`src/rtl/dpvfp_pkg.sv`:
```
`default_nettype none

package dpvfp_pkg;

  localparam logic [7:0] HEAD_A         = 8'hAA;
  localparam logic [7:0] TAIL_A         = 8'h55;
  localparam logic [7:0] HEAD_B1        = 8'h2C;
  localparam logic [7:0] HEAD_B2        = 8'h12;
  localparam logic [7:0] TAIL_B         = 8'h5B;
  localparam logic [7:0] FIXED_CONF_B   = 8'd100;
  localparam logic [7:0] MIN_DIGIT      = 8'd1;
  localparam logic [7:0] MAX_DIGIT      = 8'd8;
  localparam logic [7:0] SIDE_MAX       = 8'd2;
  localparam logic [7:0] FOUND_YES      = 8'd1;
  localparam logic [7:0] REPEAT_CAP     = 8'd255;
  localparam logic [7:0] MIN_CONF_RST   = 8'd55;
  localparam logic [7:0] STABLE_REP_RST = 8'd1;
  localparam logic [7:0] TARGET_RST     = 8'd0;

  localparam int unsigned CFG_IDX_W = 2;

  typedef enum logic [CFG_IDX_W-1:0] {
    CFG_MIN_CONF   = 2'd0,
    CFG_STABLE_REP = 2'd1,
    CFG_TARGET     = 2'd2
  } cfg_idx_e;

  typedef struct packed {
    logic [7:0] min_conf;
    logic [7:0] stable_rep;
    logic [7:0] target;
  } cfg_t;

  typedef struct packed {
    logic       acc;
    logic       err;
    logic [7:0] room;
    logic [7:0] side;
    logic [7:0] found;
    logic [7:0] task_num;
    logic [7:0] conf;
  } frame_t;

  // Packed LSB-last, so frame_accepted lands in bit 0 of the beat.
  typedef struct packed {
    logic [31:0] checksum_error_count;
    logic [31:0] packet_count;
    logic        target_matched;
    logic [3:0]  locked_digit;
    logic        locked_flag;
    logic [7:0]  confidence;
    logic [7:0]  task_number;
    logic [7:0]  found_flag;
    logic [7:0]  side;
    logic [7:0]  room;
    logic        checksum_error;
    logic        frame_accepted;
  } result_t;

  localparam int unsigned RES_W = $bits(result_t);

endpackage

`default_nettype wire

```
`src/rtl/dual_protocol_vision_frame_parser.sv`:
```
// Byte-stream parser for two vision result frame formats.
// Slave stream: one received byte per beat in s_axis_tdata; s_axis_tuser set
// means a clear request (stable digit and repeat count) and the byte is ignored.
// Master stream: one result beat per input beat, showing the frame flags of
// that byte and the latest frame fields, stability state and 32-bit counters.
// Config channel: cfg_index_i selects min confidence (0), stable repeats (1)
// or target digit (2); cfg_ready_o is always high; write only while idle.
// Path: a byte accepted into the input register is parsed and tracked there, and
// its result beat is loaded into the result register, which drives the master side.
// Throughput: one byte per cycle while result beats are taken, set by the
// combinational parse and tracking update between the two registers.
// Stall: a held result keeps its beat; one more byte can sit in the input
// register, after which s_axis_tready drops until the result is taken.
// Reset: parser idle, all fields, counters and stable state zero, config
// registers at their defaults, both streams empty.
`default_nettype none

module dual_protocol_vision_frame_parser
  import dpvfp_pkg::*;
(
  input  logic                 clk_i,
  input  logic                 rst_ni,
  input  logic                 s_axis_tvalid,
  output logic                 s_axis_tready,
  input  logic [7:0]           s_axis_tdata,   // rx_byte[7:0]
  input  logic                 s_axis_tuser,   // mode
  output logic                 m_axis_tvalid,
  input  logic                 m_axis_tready,
  output logic [RES_W-1:0]     m_axis_tdata,   // frame_accepted, checksum_error, room[7:0],
                                               // side[7:0], found_flag[7:0], task_number[7:0],
                                               // confidence[7:0], locked_flag,
                                               // locked_digit[3:0], target_matched,
                                               // packet_count[31:0], checksum_error_count[31:0]
  input  logic                 cfg_valid_i,
  output logic                 cfg_ready_o,
  input  logic [CFG_IDX_W-1:0] cfg_index_i,
  input  logic [7:0]           cfg_data_i
);

  logic       in_vld_q;
  logic       in_mode_q;
  logic [7:0] in_byte_q;
  logic       out_vld_q;
  result_t    res_q;
  result_t    res_d;
  cfg_t       cfg_q;
  frame_t     frame;
  logic       advance;

  assign advance       = in_vld_q && (!out_vld_q || m_axis_tready);
  assign s_axis_tready = !in_vld_q || advance;
  assign m_axis_tvalid = out_vld_q;
  assign m_axis_tdata  = res_q;
  assign cfg_ready_o   = 1'b1;

  always_ff @(posedge clk_i or negedge rst_ni) begin
    if (!rst_ni) begin
      cfg_q.min_conf   <= MIN_CONF_RST;
      cfg_q.stable_rep <= STABLE_REP_RST;
      cfg_q.target     <= TARGET_RST;
    end else if (cfg_valid_i) begin
      case (cfg_index_i)
        CFG_MIN_CONF:   cfg_q.min_conf   <= cfg_data_i;
        CFG_STABLE_REP: cfg_q.stable_rep <= cfg_data_i;
        CFG_TARGET:     cfg_q.target     <= cfg_data_i;
        default: begin
        end
      endcase
    end
  end

  always_ff @(posedge clk_i or negedge rst_ni) begin
    if (!rst_ni) begin
      in_vld_q <= 1'b0;
    end else if (s_axis_tready) begin
      in_vld_q <= s_axis_tvalid;
    end
  end

  always_ff @(posedge clk_i) begin
    if (s_axis_tvalid && s_axis_tready) begin
      in_mode_q <= s_axis_tuser;
      in_byte_q <= s_axis_tdata;
    end
  end

  always_ff @(posedge clk_i or negedge rst_ni) begin
    if (!rst_ni) begin
      out_vld_q <= 1'b0;
    end else if (advance) begin
      out_vld_q <= 1'b1;
    end else if (m_axis_tready) begin
      out_vld_q <= 1'b0;
    end
  end

  always_ff @(posedge clk_i) begin
    if (advance) begin
      res_q <= res_d;
    end
  end

  dpvfp_parser u_parser (
    .clk_i   (clk_i),
    .rst_ni  (rst_ni),
    .step_i  (advance),
    .clr_i   (in_mode_q),
    .byte_i  (in_byte_q),
    .frame_o (frame)
  );

  dpvfp_tracker u_tracker (
    .clk_i   (clk_i),
    .rst_ni  (rst_ni),
    .step_i  (advance),
    .clr_i   (in_mode_q),
    .frame_i (frame),
    .cfg_i   (cfg_q),
    .res_o   (res_d)
  );

endmodule

`default_nettype wire

```
`src/rtl/dpvfp_parser.sv`:
```
`default_nettype none

module dpvfp_parser
  import dpvfp_pkg::*;
(
  input  logic       clk_i,
  input  logic       rst_ni,
  input  logic       step_i,
  input  logic       clr_i,
  input  logic [7:0] byte_i,
  output frame_t     frame_o
);

  localparam logic [3:0] ST_IDLE   = 4'd0;
  localparam logic [3:0] ST_A_ROOM = 4'd1;
  localparam logic [3:0] ST_A_SIDE = 4'd2;
  localparam logic [3:0] ST_A_CONF = 4'd3;
  localparam logic [3:0] ST_A_SUM  = 4'd4;
  localparam logic [3:0] ST_A_TAIL = 4'd5;
  localparam logic [3:0] ST_B_HD2  = 4'd10;
  localparam logic [3:0] ST_B_ROOM = 4'd11;
  localparam logic [3:0] ST_B_SIDE = 4'd12;
  localparam logic [3:0] ST_B_FND  = 4'd13;
  localparam logic [3:0] ST_B_TASK = 4'd14;
  localparam logic [3:0] ST_B_TAIL = 4'd15;

  logic [3:0] state_q, state_d;
  logic [7:0] room_q, room_d;
  logic [7:0] side_q, side_d;
  logic [7:0] conf_q, conf_d;
  logic [7:0] sum_q, sum_d;
  logic [7:0] found_q, found_d;
  logic [7:0] task_q, task_d;
  logic [7:0] sum_exp;

  assign sum_exp = 8'(HEAD_A + room_q + side_q + conf_q);

  always_comb begin
    state_d = state_q;
    room_d  = room_q;
    side_d  = side_q;
    conf_d  = conf_q;
    sum_d   = sum_q;
    found_d = found_q;
    task_d  = task_q;
    frame_o = '0;
    if (step_i && !clr_i) begin
      case (state_q)
        ST_IDLE: begin
          if (byte_i == HEAD_A) begin
            state_d = ST_A_ROOM;
          end else if (byte_i == HEAD_B1) begin
            state_d = ST_B_HD2;
          end
        end
        ST_A_ROOM: begin
          room_d  = byte_i;
          state_d = ST_A_SIDE;
        end
        ST_A_SIDE: begin
          side_d  = byte_i;
          state_d = ST_A_CONF;
        end
        ST_A_CONF: begin
          conf_d  = byte_i;
          state_d = ST_A_SUM;
        end
        ST_A_SUM: begin
          sum_d   = byte_i;
          state_d = ST_A_TAIL;
        end
        ST_A_TAIL: begin
          if (byte_i == TAIL_A) begin
            frame_o.acc = (sum_q == sum_exp);
            frame_o.err = (sum_q != sum_exp);
          end
          frame_o.room     = room_q;
          frame_o.side     = side_q;
          frame_o.found    = FOUND_YES;
          frame_o.task_num = '0;
          frame_o.conf     = conf_q;
          state_d          = ST_IDLE;
        end
        ST_B_HD2: begin
          state_d = (byte_i == HEAD_B2) ? ST_B_ROOM : ST_IDLE;
        end
        ST_B_ROOM: begin
          room_d  = byte_i;
          state_d = ST_B_SIDE;
        end
        ST_B_SIDE: begin
          side_d  = byte_i;
          state_d = ST_B_FND;
        end
        ST_B_FND: begin
          found_d = byte_i;
          state_d = ST_B_TASK;
        end
        ST_B_TASK: begin
          task_d  = byte_i;
          state_d = ST_B_TAIL;
        end
        ST_B_TAIL: begin
          frame_o.acc      = (byte_i == TAIL_B);
          frame_o.room     = room_q;
          frame_o.side     = side_q;
          frame_o.found    = found_q;
          frame_o.task_num = task_q;
          frame_o.conf     = FIXED_CONF_B;
          state_d          = ST_IDLE;
        end
        default: begin
          state_d = ST_IDLE;
        end
      endcase
    end
  end

  always_ff @(posedge clk_i or negedge rst_ni) begin
    if (!rst_ni) begin
      state_q <= ST_IDLE;
      room_q  <= '0;
      side_q  <= '0;
      conf_q  <= '0;
      sum_q   <= '0;
      found_q <= '0;
      task_q  <= '0;
    end else begin
      state_q <= state_d;
      room_q  <= room_d;
      side_q  <= side_d;
      conf_q  <= conf_d;
      sum_q   <= sum_d;
      found_q <= found_d;
      task_q  <= task_d;
    end
  end

endmodule

`default_nettype wire

```
`src/rtl/dpvfp_tracker.sv`:
```
`default_nettype none

module dpvfp_tracker
  import dpvfp_pkg::*;
(
  input  logic    clk_i,
  input  logic    rst_ni,
  input  logic    step_i,
  input  logic    clr_i,
  input  frame_t  frame_i,
  input  cfg_t    cfg_i,
  output result_t res_o
);

  logic [7:0]  room_q, room_d;
  logic [7:0]  side_q, side_d;
  logic [7:0]  found_q, found_d;
  logic [7:0]  task_q, task_d;
  logic [7:0]  conf_q, conf_d;
  logic [7:0]  cand_q, cand_d;
  logic [7:0]  rep_q, rep_d;
  logic [3:0]  digit_q, digit_d;
  logic        ready_q, ready_d;
  logic [31:0] pkt_q, pkt_d;
  logic [31:0] errs_q, errs_d;
  logic        qualify;
  logic        live;

  assign live    = step_i && !clr_i;
  assign qualify = (frame_i.found == FOUND_YES) && (frame_i.room >= MIN_DIGIT) &&
                   (frame_i.room <= MAX_DIGIT) && (frame_i.side <= SIDE_MAX) &&
                   (frame_i.conf >= cfg_i.min_conf);

  always_comb begin
    room_d  = room_q;
    side_d  = side_q;
    found_d = found_q;
    task_d  = task_q;
    conf_d  = conf_q;
    cand_d  = cand_q;
    rep_d   = rep_q;
    digit_d = digit_q;
    ready_d = ready_q;
    pkt_d   = pkt_q;
    errs_d  = errs_q;
    if (step_i && clr_i) begin
      cand_d  = '0;
      rep_d   = '0;
      digit_d = '0;
      ready_d = 1'b0;
    end else if (live) begin
      if (frame_i.err) begin
        errs_d = errs_q + 32'd1;
      end
      if (frame_i.acc) begin
        room_d  = frame_i.room;
        side_d  = frame_i.side;
        found_d = frame_i.found;
        task_d  = frame_i.task_num;
        conf_d  = frame_i.conf;
        pkt_d   = pkt_q + 32'd1;
        if (qualify) begin
          if (cand_q == frame_i.room) begin
            rep_d = (rep_q != REPEAT_CAP) ? rep_q + 8'd1 : rep_q;
          end else begin
            cand_d = frame_i.room;
            rep_d  = 8'd1;
          end
          if (rep_d >= cfg_i.stable_rep) begin
            digit_d = frame_i.room[3:0];
            ready_d = 1'b1;
          end
        end else begin
          cand_d = '0;
          rep_d  = '0;
        end
      end
    end
  end

  always_comb begin
    res_o.frame_accepted       = live && frame_i.acc;
    res_o.checksum_error       = live && frame_i.err;
    res_o.room                 = room_d;
    res_o.side                 = side_d;
    res_o.found_flag           = found_d;
    res_o.task_number          = task_d;
    res_o.confidence           = conf_d;
    res_o.locked_flag          = ready_d;
    res_o.locked_digit         = digit_d;
    res_o.target_matched       = (found_d == FOUND_YES) && (room_d == cfg_i.target) &&
                                 (room_d >= MIN_DIGIT) && (room_d <= MAX_DIGIT);
    res_o.packet_count         = pkt_d;
    res_o.checksum_error_count = errs_d;
  end

  always_ff @(posedge clk_i or negedge rst_ni) begin
    if (!rst_ni) begin
      room_q  <= '0;
      side_q  <= '0;
      found_q <= '0;
      task_q  <= '0;
      conf_q  <= '0;
      cand_q  <= '0;
      rep_q   <= '0;
      digit_q <= '0;
      ready_q <= 1'b0;
      pkt_q   <= '0;
      errs_q  <= '0;
    end else begin
      room_q  <= room_d;
      side_q  <= side_d;
      found_q <= found_d;
      task_q  <= task_d;
      conf_q  <= conf_d;
      cand_q  <= cand_d;
      rep_q   <= rep_d;
      digit_q <= digit_d;
      ready_q <= ready_d;
      pkt_q   <= pkt_d;
      errs_q  <= errs_d;
    end
  end

endmodule

`default_nettype wire

```
`config.mk`:
```
export PLATFORM = sky130hd
export DESIGN_NAME = dual_protocol_vision_frame_parser
export DESIGN_NICKNAME = d
export VERILOG_FILES = /design/src/rtl/dpvfp_pkg.sv /design/src/rtl/dual_protocol_vision_frame_parser.sv /design/src/rtl/dpvfp_parser.sv /design/src/rtl/dpvfp_tracker.sv
export SDC_FILE = /design/constraint.sdc
export NUM_CORES = 1
export LEC_CHECK = 0
export BUFFER_PORTS_ARGS = -buffer_cell sky130_fd_sc_hd__buf_2
export CAP_MARGIN = 30
export CORE_ASPECT_RATIO = 0.6
export CORE_MARGIN = 1.5
export CORE_UTILIZATION = 55
export DETAILED_ROUTE_END_ITERATION = 10
export GPL_ROUTABILITY_DRIVEN = 0
export GPL_TIMING_DRIVEN = 1
export PLACE_DENSITY = 0.84
export SLEW_MARGIN = 25
export SYNTH_ARGS = -nofsm -noshare
export SYNTH_HDL_FRONTEND = slang
export SYNTH_SLANG_ARGS = --single-unit
```
`constraint.sdc`:
```
create_clock -name clk_i -period 7.3 [get_ports clk_i]
set_input_delay 1.825 -clock clk_i [delete_from_list [all_inputs] [get_ports clk_i]]
set_output_delay 1.825 -clock clk_i [all_outputs]
set_load 0.1 [all_outputs]
```
==> impl_results.md <==
* Hold Crit Endpoint: u_tracker.task_q[7]
* Root buffer cell: clkbuf_16
* Die area at 0.0264 mm^2
* Max Root-Sink Buffers at 3
* Cts repair resizes at 0
* Final Critical Period at 5160 ps
* Global Route Usage Sum at 0.242
* Initial antenna violation count at 0
* CP required at 7590 ps
* Largest net degree at the start of global routing at 76
* Finished Layout Cells at 1628
* Yosys top cell area share at 0.353
* Drt pass-1 iters at 5
* Max-Cap Viols at 0
* Dpl cells at 1570
* Routed length per instance at 19.3 um
* WHS at 474 ps
* Die Y at 126 um
* IO Port Bufs at 137
* P_int at 3.54 mW
* Wire length of the first global-routing pass at 49900 um
* Final setup vio count at 0
* Yosys top cell by area: dfrtp_1
* Setup TNS at 0 ps
* Vias in the first global route at 9089
* Sw Share at 0.351
* CTS Hold Buffers Added at 0
* Yosys cell types at 68
* CP Max Fanout at 19
* Slew at the pin closest to its max-slew limit at 1020 ps
* Sequential fraction of the synthesis area at 0.625
* Area of the multi-input gates at 0.00485 mm^2
* Crit Path Class: reg -> reg
* Die X at 209 um
* Worst r2r src: u_parser.room_q[2]
* Clk_skew at 12.4 ps
* Initial Util at 0.569
* DR iter-0 viols at 856
* Main synth FF type: dfrtp_1
* Pwr per Cell Area at 340 mW/mm^2
* FILL cells at 1832
* FFs w/ async S/R, synth at 0.627
* Final hold vios at 0
* Reg power frac at 0.417
* Synth Register Bits at 324
* Maximum vdd ir drop at 0.242 mV
* Setup crit end kind: flop
* Area Overhead vs Synth at 14.9%
* Clock sink count at 324
* Comb power frac at 0.300
* Total core area at 0.0246 mm^2
* Worst hold path cell count at 2
* Residual DRC at 0
* Post-route ant nets at 0
* Post-Syn Instances at 1140
* Clock transition at path regs at 70 ps
* Hpwl dp at 22000 um
* Synth Area per Inst at 12.2 um^2
* Routed WL at 31500 um
* Mapped cell area at 0.0140 mm^2
* Site Rows at 44
* Syn Nets at 1202
* Number of placed I/O pins at 139
* H-tree depth at 1
* # diodes at 0
* Register-to-Register Path Depth at 15
* Setup slack, reg-to-reg at 2140 ps
* Tcrit/Tclk final at 0.707
* Synth area leaders: dfrtp_1, edfxtp_1, mux2_2, nand2_1, xnor2_1
* Reg area at 0.00872 mm^2
* Nets at 1346
* Crit Reg-Reg Endpoint: m_axis_tdata[70]
* Synth warn at 0
* Post-synth EDFFs at 121
* Grt ovf at 0
* CTS Buf Count at 28
* Share of cells above drive strength 1 at 0.217
* Final Slew Violations at 0
* Clock group share of total power at 0.283
* Tot Pwr at 5.46 mW
* Worst hold path class: reg -> reg
* Sw Pwr at 1.91 mW
* Clk Latency, worst-skew pair at 550 ps
* Max Clk Rate at 194 MHz
* Setup bufs post-CTS at 0
* Worst Slack Setup Final at 2140 ps
* Post-Place Setup Slack at 1790 ps
* Via count at 9310
* Worst Min Path Start: u_tracker.task_q[7]
* Vias per cell at 5.72
* CTS tree: yes
* Rel. slew slack at 0.316
* Worst Path Arrival at 5450 ps
* RSZ-0062 raised after global routing: no
* Critical Path Source Type: flop
* LEAKAGE at 7.29 nW
* Status: complete, no violations
[routing by layer]
layer	wire length, um	track usage
met5	0	0
met2	12900	0.339
met1	15300	0.384
met3	2750	0.0552
met4	519	0.0541
[cell usage after synthesis (7+ instances only)]
library cell / n
nand2_1: 138
a31oi_1: 7
nand2b_1: 7
inv_1: 65
nand3_1: 64
edfxtp_1: 121
a21oi_1: 24
and3_1: 23
o21ai_0: 45
xnor2_1: 53
nor4_1: 8
clkbuf_1: 27
nor2_1: 61
dfrtp_1: 197
fa_1: 8
nor3_1: 26
ha_1: 30
and2_1: 9
buf_2: 9
xor2_1: 31
nand4_1: 20
mux2_2: 62
[worst max-delay path, stage by stage, from the launching register on]
cell,delay (ps)
dfrtp_1,610
inv_1,140
fa_1,500
inv_1,40
ha_1,290
ha_1,240
fa_1,510
xnor2_1,120
nand4_1,160
nor4b_4,370
nand4b_4,210
o32ai_4,530
buf_4,370
and3_1,470
nand4_1,180
xnor2_1,170
[worst max-delay path by stage]
stage	startpoint	to	slack, ps	cells after the start
3_3_place_gp	m_axis_tready	m_axis_tdata[44]	1980	17
6_report	u_parser.room_q[2]	m_axis_tdata[70]	2140	15
2_1_floorplan	m_axis_tready	u_tracker.cand_q[4]	1270	6
4_1_cts	u_parser.room_q[2]	m_axis_tdata[70]	2150	15
3_5_place_dp	m_axis_tready	m_axis_tdata[44]	1790	17
5_1_grt	m_axis_tready	m_axis_tdata[44]	1810	17
[cells in the final DEF, fill, tap and decap left out, drive strengths merged, types with 8 or more instances in the layout]
| cell type | n |
|---|---|
| a21oi | 24 |
| and2 | 9 |
| and3 | 23 |
| buf | 151 |
| clkbuf | 35 |
| clkinv | 12 |
| dfrtp | 197 |
| edfxtp | 121 |
| fa | 8 |
| ha | 30 |
| inv | 66 |
| mux2 | 62 |
| nand2 | 138 |
| nand3 | 64 |
| nand4 | 21 |
| nor2 | 62 |
| nor3 | 29 |
| nor4 | 10 |
| o21ai | 46 |
| xnor2 | 53 |
| xor2 | 31 |
[power groups by stage]
stage | registers, mW | logic, mW | clock network [mW]
floorplan | 2.45 | 1.07 | 0
global placement | 2.29 | 1.54 | 0
detailed placement | 2.30 | 1.60 | 0
CTS | 2.26 | 1.61 | 1.57
global route | 2.29 | 1.76 | 1.65
finish | 2.27 | 1.64 | 1.54
[sequential cells by signal (all words and copies together) (netlist names), 24 cells and up]
| name | cells |
|---|---|
| m_axis_tdata | 112 |
| cfg_q | 24 |
| u_tracker.pkt_q | 32 |
| u_tracker.errs_q | 32 |
[cell families (layout without fill, tap and decap cells)]
kind of cell,after synthesis,in the layout,synth area share
flops,324,324,0.625
xor+xnor,85,85,0.0543
simple gates,398,398,0.143
mux,63,63,0.0507
other cells,1,1,0.000269
compound gates,127,127,0.0585
buf+inv,104,270,0.0297
fa+ha+maj,38,38,0.0384
[metrics by stage]
step,cell area [um^2],util
after CTS,16000,0.650
after floorplan,14000,-
final,16000,0.653
after global routing,16000,0.653
after detailed placement,15000,0.611
after global placement,15000,0.610
[cell type report]
cell class                      instances  share of cell area
Tap cell                              322              0.0251
Timing Repair Buffer                  153              0.0538
Sequential cell                       324               0.544
Clock inverter                         19              0.0129
Clock buffer                           33              0.0468
Multi-Input combinational cell        712               0.302
Inverter                               65              0.0152
(Power assumes the default switching activity.)
